--- config.mk ---
export PLATFORM = sky130hd
export DESIGN_NAME = sum_checked_packet_deframer_top
export DESIGN_NICKNAME = d
export VERILOG_FILES = /design/src/hdl/scpd_pkg.sv /design/src/hdl/scpd_in_stage.sv /design/src/hdl/scpd_parser.sv /design/src/hdl/scpd_out_stage.sv /design/src/hdl/sum_checked_packet_deframer_top.sv
export SDC_FILE = /design/constraint.sdc
export NUM_CORES = 1
export LEC_CHECK = 0
export BUFFER_PORTS_ARGS = -buffer_cell sky130_fd_sc_hd__buf_4
export CAP_MARGIN = 10
export CORE_MARGIN = 2
export CORE_UTILIZATION = 50
export DETAILED_ROUTE_END_ITERATION = 8
export PLACE_DENSITY = 0.78
export SETUP_SLACK_MARGIN = 0.02
export SYNTH_ARGS = -nofsm -noshare
export SYNTH_HDL_FRONTEND = slang
export SYNTH_SLANG_ARGS = --single-unit
--- constraint.sdc ---
create_clock -name clock -period 4.6 [get_ports clock]
set_input_delay 0.46 -clock clock [delete_from_list [all_inputs] [get_ports clock]]
set_output_delay 0.46 -clock clock [all_outputs]
set_load 0.02 [all_outputs]
--- src/hdl/scpd_pkg.sv ---
package scpd_pkg;

   localparam int SIZE_BYTES_DEFAULT = 2;

   localparam logic [15:0] MAX_LENGTH_RESET = 16'd255;
   localparam logic [7:0]  START_BYTE       = 8'h24;

   localparam logic [1:0] KIND_PAYLOAD  = 2'd0;
   localparam logic [1:0] KIND_GOOD     = 2'd1;
   localparam logic [1:0] KIND_BAD_SUM  = 2'd2;
   localparam logic [1:0] KIND_OVERLONG = 2'd3;

   typedef struct packed {
      logic       valid;
      logic [7:0] rx_byte;
   } rx_item_type;

   typedef struct packed {
      logic        valid;
      logic [1:0]  kind;
      logic [7:0]  data;
      logic [15:0] frame_length;
      logic        last;
   } rsp_item_type;

endpackage

--- src/hdl/scpd_in_stage.sv ---
module scpd_in_stage
   import scpd_pkg::*;
(
   input  logic        clock,
   input  logic        reset,
   input  logic        req_valid,
   output logic        req_stall,
   input  logic [7:0]  req_rx_byte,
   input  logic        advance,
   output rx_item_type item
);

   logic       valid_ff, valid_in;
   logic [7:0] byte_ff;

   assign req_stall = valid_ff && !advance;
   assign valid_in  = req_stall ? valid_ff : req_valid;

   always_ff @(posedge clock) begin
      if (reset) begin
         valid_ff <= 1'b0;
      end else begin
         valid_ff <= valid_in;
      end
   end

   always_ff @(posedge clock) begin
      if (req_valid && !req_stall) begin
         byte_ff <= req_rx_byte;
      end
   end

   assign item.valid   = valid_ff;
   assign item.rx_byte = byte_ff;

endmodule

--- src/hdl/scpd_parser.sv ---
module scpd_parser
   import scpd_pkg::*;
#(
   parameter int SIZE_BYTES = SIZE_BYTES_DEFAULT
)
(
   input  logic         clock,
   input  logic         reset,
   input  logic         csr_write_enable,
   input  logic [15:0]  csr_write_data,
   input  rx_item_type  item,
   input  logic         advance,
   output rsp_item_type result
);

   localparam int CNT_W = (SIZE_BYTES > 1) ? $clog2(SIZE_BYTES) : 1;
   localparam logic [CNT_W-1:0] CNT_LAST = CNT_W'(SIZE_BYTES - 1);

   localparam logic [1:0] PH_HUNT = 2'd0;
   localparam logic [1:0] PH_LEN  = 2'd1;
   localparam logic [1:0] PH_DATA = 2'd2;
   localparam logic [1:0] PH_SUM  = 2'd3;

   logic [15:0]      max_length_ff;
   logic [1:0]       phase_ff, phase_in;
   logic [CNT_W-1:0] cnt_ff, cnt_in;
   logic [15:0]      len_ff, len_in;
   logic [15:0]      rem_ff, rem_in;
   logic [7:0]       sum_ff, sum_in;
   logic             ovf_ff, ovf_in;
   logic             fire;
   logic [7:0]       b;

   assign fire = item.valid && advance;
   assign b    = item.rx_byte;

   always_comb begin
      phase_in            = phase_ff;
      cnt_in              = cnt_ff;
      len_in              = len_ff;
      rem_in              = rem_ff;
      sum_in              = sum_ff;
      ovf_in              = ovf_ff;
      result.valid        = 1'b0;
      result.kind         = KIND_PAYLOAD;
      result.data         = 8'h00;
      result.last         = 1'b0;
      if (fire) begin
         unique case (phase_ff)
            PH_HUNT: begin
               if (b == START_BYTE) begin
                  phase_in = PH_LEN;
                  cnt_in   = '0;
                  len_in   = '0;
                  ovf_in   = 1'b0;
               end
            end
            PH_LEN: begin
               if (cnt_ff == '0) begin
                  len_in = {8'h00, b};
               end else if (cnt_ff == CNT_W'(1)) begin
                  len_in = {b, len_ff[7:0]};
               end else if (b != 8'h00) begin
                  ovf_in = 1'b1;
               end
               if (cnt_ff == CNT_LAST) begin
                  if (ovf_in || len_in > max_length_ff) begin
                     if (ovf_in) begin
                        len_in = 16'hFFFF;
                     end
                     phase_in     = PH_HUNT;
                     result.valid = 1'b1;
                     result.kind  = KIND_OVERLONG;
                     result.last  = 1'b1;
                  end else begin
                     sum_in   = 8'h00;
                     rem_in   = len_in;
                     phase_in = (len_in == 16'h0000) ? PH_SUM : PH_DATA;
                  end
               end else begin
                  cnt_in = cnt_ff + CNT_W'(1);
               end
            end
            PH_DATA: begin
               sum_in = sum_ff + b;
               rem_in = rem_ff - 16'd1;
               if (rem_in == 16'h0000) begin
                  phase_in = PH_SUM;
               end
               result.valid = 1'b1;
               result.data  = b;
            end
            PH_SUM: begin
               phase_in     = PH_HUNT;
               result.valid = 1'b1;
               result.kind  = (b == sum_ff) ? KIND_GOOD : KIND_BAD_SUM;
               result.last  = 1'b1;
            end
            default: begin
               phase_in = PH_HUNT;
            end
         endcase
      end
      result.frame_length = len_in;
   end

   always_ff @(posedge clock) begin
      if (reset) begin
         max_length_ff <= MAX_LENGTH_RESET;
         phase_ff      <= PH_HUNT;
         cnt_ff        <= '0;
         len_ff        <= '0;
         rem_ff        <= '0;
         sum_ff        <= '0;
         ovf_ff        <= 1'b0;
      end else begin
         if (csr_write_enable) begin
            max_length_ff <= csr_write_data;
         end
         phase_ff <= phase_in;
         cnt_ff   <= cnt_in;
         len_ff   <= len_in;
         rem_ff   <= rem_in;
         sum_ff   <= sum_in;
         ovf_ff   <= ovf_in;
      end
   end

endmodule

--- src/hdl/scpd_out_stage.sv ---
module scpd_out_stage
   import scpd_pkg::*;
(
   input  logic         clock,
   input  logic         reset,
   input  rsp_item_type result,
   output logic         advance,
   output logic         rsp_valid,
   input  logic         rsp_stall,
   output logic [1:0]   rsp_kind,
   output logic [7:0]   rsp_data,
   output logic [15:0]  rsp_frame_length,
   output logic         rsp_last
);

   logic        valid_ff, valid_in;
   logic [1:0]  kind_ff;
   logic [7:0]  data_ff;
   logic [15:0] length_ff;
   logic        last_ff;

   assign advance  = !valid_ff || !rsp_stall;
   assign valid_in = advance ? result.valid : valid_ff;

   always_ff @(posedge clock) begin
      if (reset) begin
         valid_ff <= 1'b0;
      end else begin
         valid_ff <= valid_in;
      end
   end

   always_ff @(posedge clock) begin
      if (advance && result.valid) begin
         kind_ff   <= result.kind;
         data_ff   <= result.data;
         length_ff <= result.frame_length;
         last_ff   <= result.last;
      end
   end

   assign rsp_valid        = valid_ff;
   assign rsp_kind         = kind_ff;
   assign rsp_data         = data_ff;
   assign rsp_frame_length = length_ff;
   assign rsp_last         = last_ff;

endmodule

--- src/hdl/sum_checked_packet_deframer_top.sv ---
// Length-prefixed frame receiver with an 8-bit additive checksum.
// req channel: one received serial byte per word (req_rx_byte). The block
//   hunts for '$', gathers a little-endian length of SIZE_BYTES bytes, then
//   passes the payload and checks one trailing sum byte.
// rsp channel: one word per payload byte (kind 0), and one closing word per
//   frame: good (1), checksum mismatch (2) or length over max_length (3).
//   Bytes that open no result (hunt, length) produce no rsp word.
// csr port: csr_write_enable/csr_write_data write max_length; write it only
//   while the block is idle.
// Path: an accepted byte waits in the input register; its parse is
//   combinational and the result is registered in the result register,
//   which drives rsp. Throughput is one byte per cycle while rsp_stall does
//   not hold it, set by the single parse stage between the two registers.
// Stall: while rsp_stall holds a waiting result, the parse stage stops and
//   req_stall rises once the input register is also full; nothing is lost.
// Reset (synchronous, active high): clears both registers' valid flags,
//   returns to hunting and sets max_length to 255.
module sum_checked_packet_deframer_top
   import scpd_pkg::*;
#(
   parameter int SIZE_BYTES = SIZE_BYTES_DEFAULT
)
(
   input  logic        clock,
   input  logic        reset,
   input  logic        req_valid,
   output logic        req_stall,
   input  logic [7:0]  req_rx_byte,
   output logic        rsp_valid,
   input  logic        rsp_stall,
   output logic [1:0]  rsp_kind,
   output logic [7:0]  rsp_data,
   output logic [15:0] rsp_frame_length,
   output logic        rsp_last,
   input  logic        csr_write_enable,
   input  logic [15:0] csr_write_data
);

   rx_item_type  item;
   rsp_item_type result;
   logic         advance;

   scpd_in_stage u_in_stage (
      .clock       (clock),
      .reset       (reset),
      .req_valid   (req_valid),
      .req_stall   (req_stall),
      .req_rx_byte (req_rx_byte),
      .advance     (advance),
      .item        (item)
   );

   scpd_parser #(
      .SIZE_BYTES (SIZE_BYTES)
   ) u_parser (
      .clock            (clock),
      .reset            (reset),
      .csr_write_enable (csr_write_enable),
      .csr_write_data   (csr_write_data),
      .item             (item),
      .advance          (advance),
      .result           (result)
   );

   scpd_out_stage u_out_stage (
      .clock            (clock),
      .reset            (reset),
      .result           (result),
      .advance          (advance),
      .rsp_valid        (rsp_valid),
      .rsp_stall        (rsp_stall),
      .rsp_kind         (rsp_kind),
      .rsp_data         (rsp_data),
      .rsp_frame_length (rsp_frame_length),
      .rsp_last         (rsp_last)
   );

endmodule

Word-level counts from Yosys, hierarchy flattened

Cells that the tools add are included.

Bits in registers: 97
Bits of input ports: 29
Word-level logic and storage cells: 84

Add/sub/neg operators: 3
Magnitude comparators: 1
Equal/unequal tests: 9
Multiplexer cells: 37
Reductions and logical operators: 20

Operators by type and width:

| cell                  | number |
|---|---|
| $mux 16               | 10 |
| $pmux 16 s2           | 2 |
| $logic_not 16->1      | 2 |
| $mux 8                | 3 |
| $gt 16x16->1          | 1 |
| $pmux 8 s2            | 1 |
| $sub 16x1->16 const B | 1 |
| $mux 11               | 1 |
| $mux 2                | 5 |
| $add 8x8->8           | 1 |
| $eq 8x6->1 const B    | 1 |
| $eq 8x8->1            | 1 |
| $pmux 1 s2            | 4 |
| $pmux 2 s4            | 1 |
| $reduce_and 4->1      | 2 |
| $mux 1                | 7 |
| $mux 3                | 2 |
| $ne 2x1->1 const B    | 3 |
| $eq 2x2->1 const B    | 2 |
| $logic_and 1x1->1     | 4 |
| $logic_not 1->1       | 4 |
| $pmux 2 s2            | 1 |
| $reduce_bool 2->1     | 2 |
| $reduce_and 3->1      | 1 |
| 7 further kinds       | 8 |

Longest topological paths before layout

Depth in word-level cells: 11
Mapped depth: 13
Gate-level depth less buffers: 10

Hierarchy

From an unflattened synthesis, not the netlist that was laid out.

Cells, all modules: 523
Area total of the unflattened synthesis: 4,999.8 um^2

By module, submodules not included:

| module         | times used | cells an instance | area an instance (um^2) | seq. area each (um^2) |
|---|---|---|---|---|
| scpd_parser    | 1          | 478               | 3,852.4                 | 1,181.1 |
| scpd_out_stage | 1          | 32                | 849.6                   | 830.8 |
| scpd_in_stage  | 1          | 13                | 297.8                   | 260.2 |

Least setup slack after synthesis

Ideal clock, no wire load.

Path type: register to register
Start point: register u_parser.cnt_ff
End point: register u_out_stage.data_ff[0] (netlist: u_out_stage.rsp_data[0]) (enable)
Setup time: 0.445 ns
Arrival: 4.238 ns
Data required time: 4.155 ns
Slack: -0.083 ns
Cell stages (with the launch flop): 10
Clock period less this slack: 4.683 ns
Path through: dfxtp_1 > clkbuf_1 > clkbuf_1 > and2_1 > ha_1 > nand4_1 > or4_1 > o211ai_1 > a311oi_1 > nor3_1

Cells in the longest elaborated chain, start to end: 10

RTL lines:

| what                   | line                 | RTL |
|---|---|---|
| from (decl)            | scpd_parser.sv:26    | `logic [CNT_W-1:0] cnt_ff, cnt_in;` |
| from (signal assigned) | scpd_parser.sv:121   | `cnt_ff <= cnt_in;` |
| $mux 16                | scpd_parser.sv:59    | `if (cnt_ff == '0) begin` |
| $mux 16                | scpd_parser.sv:49    | `unique case (phase_ff)` |
| $mux 16                | scpd_parser.sv:48    | `if (fire) begin` |
| $gt 16x16->1           | scpd_parser.sv:67    | `if (ovf_in \|\| len_in > max_length_ff) begin` |
| $logic_or 1x1->1       | scpd_parser.sv:67    |  |
| $mux 3                 | scpd_parser.sv:67    |  |
| $mux 3 *               | scpd_parser.sv:66    | `if (cnt_ff == CNT_LAST) begin` |
| $pmux 1 s2 *           | scpd_parser.sv:49    |  |
| $mux 11 *              | scpd_parser.sv:48    |  |
| $logic_and 1x1->1 *    | scpd_out_stage.sv:34 | `if (advance && result.valid) begin` |
| to (signal assigned)   | scpd_out_stage.sv:36 | `data_ff <= result.data;` |
| to (decl)              | scpd_out_stage.sv:18 | `logic [7:0] data_ff;` |

Every way passes the cells marked *; elsewhere a longest branch is shown, timed or not. The select of a mux whose other input is x is not followed.
A chain may end at the register's enable or synchronous reset.

Worst setup path in the final report

Start point: register u_parser.cnt_ff
End point: register u_out_stage.length_ff[2] (netlist: u_out_stage.rsp_frame_length[2]) (enable)

Cells in the longest elaborated chain, start to end: 10

RTL lines:

| what                 | line                 | RTL |
|---|---|---|
| $mux 16              | scpd_parser.sv:59    |  |
| $mux 16              | scpd_parser.sv:49    |  |
| $mux 16              | scpd_parser.sv:48    |  |
| $gt 16x16->1         | scpd_parser.sv:67    |  |
| $logic_or 1x1->1     | scpd_parser.sv:67    |  |
| $mux 3               | scpd_parser.sv:67    |  |
| $mux 3 *             | scpd_parser.sv:66    |  |
| $pmux 1 s2 *         | scpd_parser.sv:49    |  |
| $mux 11 *            | scpd_parser.sv:48    |  |
| $logic_and 1x1->1 *  | scpd_out_stage.sv:34 |  |
| to (signal assigned) | scpd_out_stage.sv:37 | `length_ff <= result.frame_length;` |
| to (decl)            | scpd_out_stage.sv:19 | `logic [15:0] length_ff;` |

Marked as above.

==> flow_metrics.py <==
metrics = {
    "clock_tree": {
        "worstSkewPairLatency_ns": 0.36,
        "cts_tree": "built",
        "root_buffer": "clkbuf_8",
        "cts_hold_buf": 0,
        "post_cts_resized": 0,
        "htree_levels": 3,
        "cts_sinks": 96,
        "path_clk_slew_ns": 0.09,
        "numCtsBuffers": 9,
        "cts_setup_buffers": 0,
        "clk_path_buf_depth": 2,
    },
    "floorplan": {
        "die_x_um": 103,
        "die_area_um2": 10700,
        "io-pin-count": 58,
        "die_height_um": 103,
        "start_util_pct": 50.8,
        "core_um2": 9680,
        "core.rowCount": 36,
    },
    "critical_path": {
        "cp-start-kind": "flop",
        "critPathCapture": "u_out_stage.rsp_frame_length[2]",
        "reg2reg_depth": 9,
        "worst-path-buf-inv": 1,
        "r2r-end": "u_out_stage.rsp_frame_length[2]",
        "cp_slowest_stage_delay_ns": 0.79,
        "timing.critical_path.depth": 9,
        "cp-startpoint": "u_parser.cnt_ff",
        "crit_slowest_cell": "dfxtp_1",
        "reg2reg_setup_slack_ns": 0.80,
        "critPathRequiredTime_ns": 4.69,
        "cp.arrival_ns": 3.90,
        "path_max_fanout": 27,
        "reg2reg_from": "u_parser.cnt_ff",
        "cp-end-kind": "flop",
        "crit_family": "simple AND/OR/NAND/NOR gates",
        "cp_cell_sequence": "mux2_2, ha_1, nand2_1, or4_1, or3_1, and2_4, a311oi_1, nor3_4, buf_4",
        "critPathKind": "reg2reg",
    },
    "cells_and_area": {
        "utilization_pct": 58.6,
        "final_common_cell": "buf_4",
        "fin_nets": 635,
        "final_cell_mix": "buf_4, dfxtp_1, nand2_1",
        "instances_no_fill": 714,
        "syn_to_final_growth_pct": 15.2,
        "fillers": 842,
        "antenna-diode-count": 0,
        "final_area_um2": 5670,
        "drive_above_1_share_pct": 16.0,
    },
    "power": {
        "p_leak_nw": 2.29,
        "p_seq_share_pct": 57.3,
        "power-per-cell-area_nw_per_um2": 277,
        "p_total_mw": 1.57,
        "irDropWorstVdd_mv": 0.181,
        "swShare_pct": 23.3,
        "p_sw_mw": 0.366,
        "clkPwrFrac_pct": 36.2,
        "p_comb_share_pct": 6.5,
        "p_int_mw": 1.20,
    },
    "placed_design": {
        "dp_slack_ns": 0.842,
        "place.gp.congestion": 0.937,
        "dp_hpwl_mm": 8.39,
        "portBuffers": 57,
        "placedCellCount": 698,
        "dpl_cell_area_um2": 5470,
    },
    "detailed_routing": {
        "drt-pass1-iter-count": 5,
        "drt-initial-drc-count": 293,
        "drcViolationCount": 0,
        "routed_wl_mm": 11.6,
        "vias": 4129,
        "drtAntennaViolNets": 0,
        "routedWlPerCell_um": 16.2,
        "via_per_inst": 5.78,
    },
    "sta": {
        "drv_slew": 0,
        "timing.fmax_mhz": 263,
        "fin_tns_setup_ns": 0,
        "slew-limit-headroom_pct": 37.2,
        "rsz0062_at_grt": "no",
        "fin_crit_ns": 3.80,
        "finalSetupViolCount": 0,
        "fin_skew_ns": 0.0122,
        "tightest_slew_ns": 0.939,
        "layout_setup_ws_ns": 0.798,
        "fin_crit_sh_pct": 82.7,
        "hold-worst-slack_ns": 0.272,
        "hold_viol": 0,
    },
    "synthesis": {
        "synth_top_area_share_pct": 24.8,
        "synthAdderAreaFrac_pct": 7.78,
        "synth_top_family_by_area": "simple AND/OR/NAND/NOR gates",
        "ys_ff_latch": 96,
        "yosys.area_share.simple_pct": 18.8,
        "synth.distinct_cells": 50,
        "synthArstFlopShare_pct": 0,
        "synth.area.mux_share_pct": 4.50,
        "yosysTopAreaCell": "dfxtp_1",
        "syn_inst": 530,
        "synth_edf_count": 35,
        "synthTopCellsByArea": "dfxtp_1, edfxtp_1, ha_1, a21oi_1, nand2_1",
        "synth_nets": 589,
        "synth_compound_area_share_pct": 16.1,
        "seq_area_frac_synth_pct": 46.1,
        "synth_xor_area_share_pct": 1.96,
        "syn_avg_cell_area_um2": 9.29,
        "yosysWarnings": 0,
        "ys.flop_type": "dfxtp_1",
        "synth_area_um2": 4920,
    },
    "global_route": {
        "antenna_found_initial": 0,
        "grt_max_degree": 44,
        "grt.total_usage_pct": 22.7,
        "overflow": 0,
        "grt_pass1_vias": 3848,
        "grt_pass1_wl_mm": 18.7,
    },
    "run_status": {
        "status": "complete, no violations",
    },
    "min_path": {
        "hp-class": "in2reg",
    },
    "run": {
        "drv_cap": 0,
    },
}
==> cell usage after synthesis (12+ instances only) <==
master / count
and2_1: 23
inv_1: 32
mux2i_1: 12
dfxtp_1: 61
edfxtp_1: 35
nand2_1: 56
clkbuf_1: 25
nor2_1: 38
a22o_1: 14
a21oi_1: 44
ha_1: 29
nand3_1: 16
o21ai_0: 24
==> sequential cells by signal, indices dropped and copies added (netlist names), named ones only <==
name and flops:
u_in_stage.valid_ff 1, u_out_stage.rsp_last 1, u_parser.phase_ff 1, u_out_stage.rsp_data 8, u_parser.max_length_ff 16, u_parser.rem_ff 16, u_parser.cnt_ff 1, u_out_stage.rsp_kind 2
u_parser.sum_ff 8, u_parser.len_ff 16, u_out_stage.rsp_valid 1, u_out_stage.rsp_frame_length 16, u_in_stage.byte_ff 8
==> power by group through the flow <==
stage          clock, mW  combinational, mW  sequential [mW]
4_1_cts            0.576              0.101            0.900
3_5_place_dp           0             0.0998            0.920
2_1_floorplan          0             0.0628            0.914
6_report           0.568              0.101            0.900
5_1_grt            0.605              0.112            0.902
3_3_place_gp           0             0.0964            0.920
==> area by class of cell <==
class	instances	area [um^2]	share of cell area [%]
Clock inverter	5	61.3	1.08
Tap cell	133	166	2.93
Inverter	32	120	2.12
Timing Repair Buffer	64	480	8.47
Sequential cell	96	2270	40.1
Clock buffer	11	141	2.49
Multi-Input combinational cell	373	2430	42.9
==> how the worst min path moves through the flow <==
stage	start	cells past startpoint	end
after global placement	u_parser.sum_ff[0]	2	u_parser.sum_ff[0]
after floorplan	u_parser.sum_ff[0]	2	u_parser.sum_ff[0]
final	req_rx_byte[1]	1	u_in_stage.byte_ff[1]
after global routing	req_rx_byte[1]	1	u_in_stage.byte_ff[1]
after CTS	req_rx_byte[0]	1	u_in_stage.byte_ff[0]
after detailed placement	u_parser.sum_ff[2]	2	u_parser.sum_ff[2]
==> logic make-up (layout without fill, tap and decap cells) <==
logic type,after synthesis,in the layout
simple gates,187,187
compound gates,124,124
flops,96,96
buf+inv,61,112
fa+ha+maj,30,30
mux,21,21
xor+xnor,11,11
==> routing by layer <==
| metal | GRT usage [%] | up-vias | share of wire (%) |
|---|---|---|---|
| met2 | 37.5 | 139 | 48 |
| met1 | 29.9 | 1976 | 44 |
| met5 | 0 | - | 0 |
| met3 | 4.17 | 20 | 5.5 |
| met4 | 8.30 | 0 | 2.1 |
| li1 | - | 1994 | - |
==> worst reg2reg max path: stages, from the launching register on <==
cell	delay (ns)
dfxtp_1	0.79
mux2_2	0.47
ha_1	0.32
nand2_1	0.06
or4_1	0.53
or3_1	0.41
and2_4	0.19
a311oi_1	0.48
nor3_4	0.04
buf_4	0.25
(Power assumes the default switching activity.)
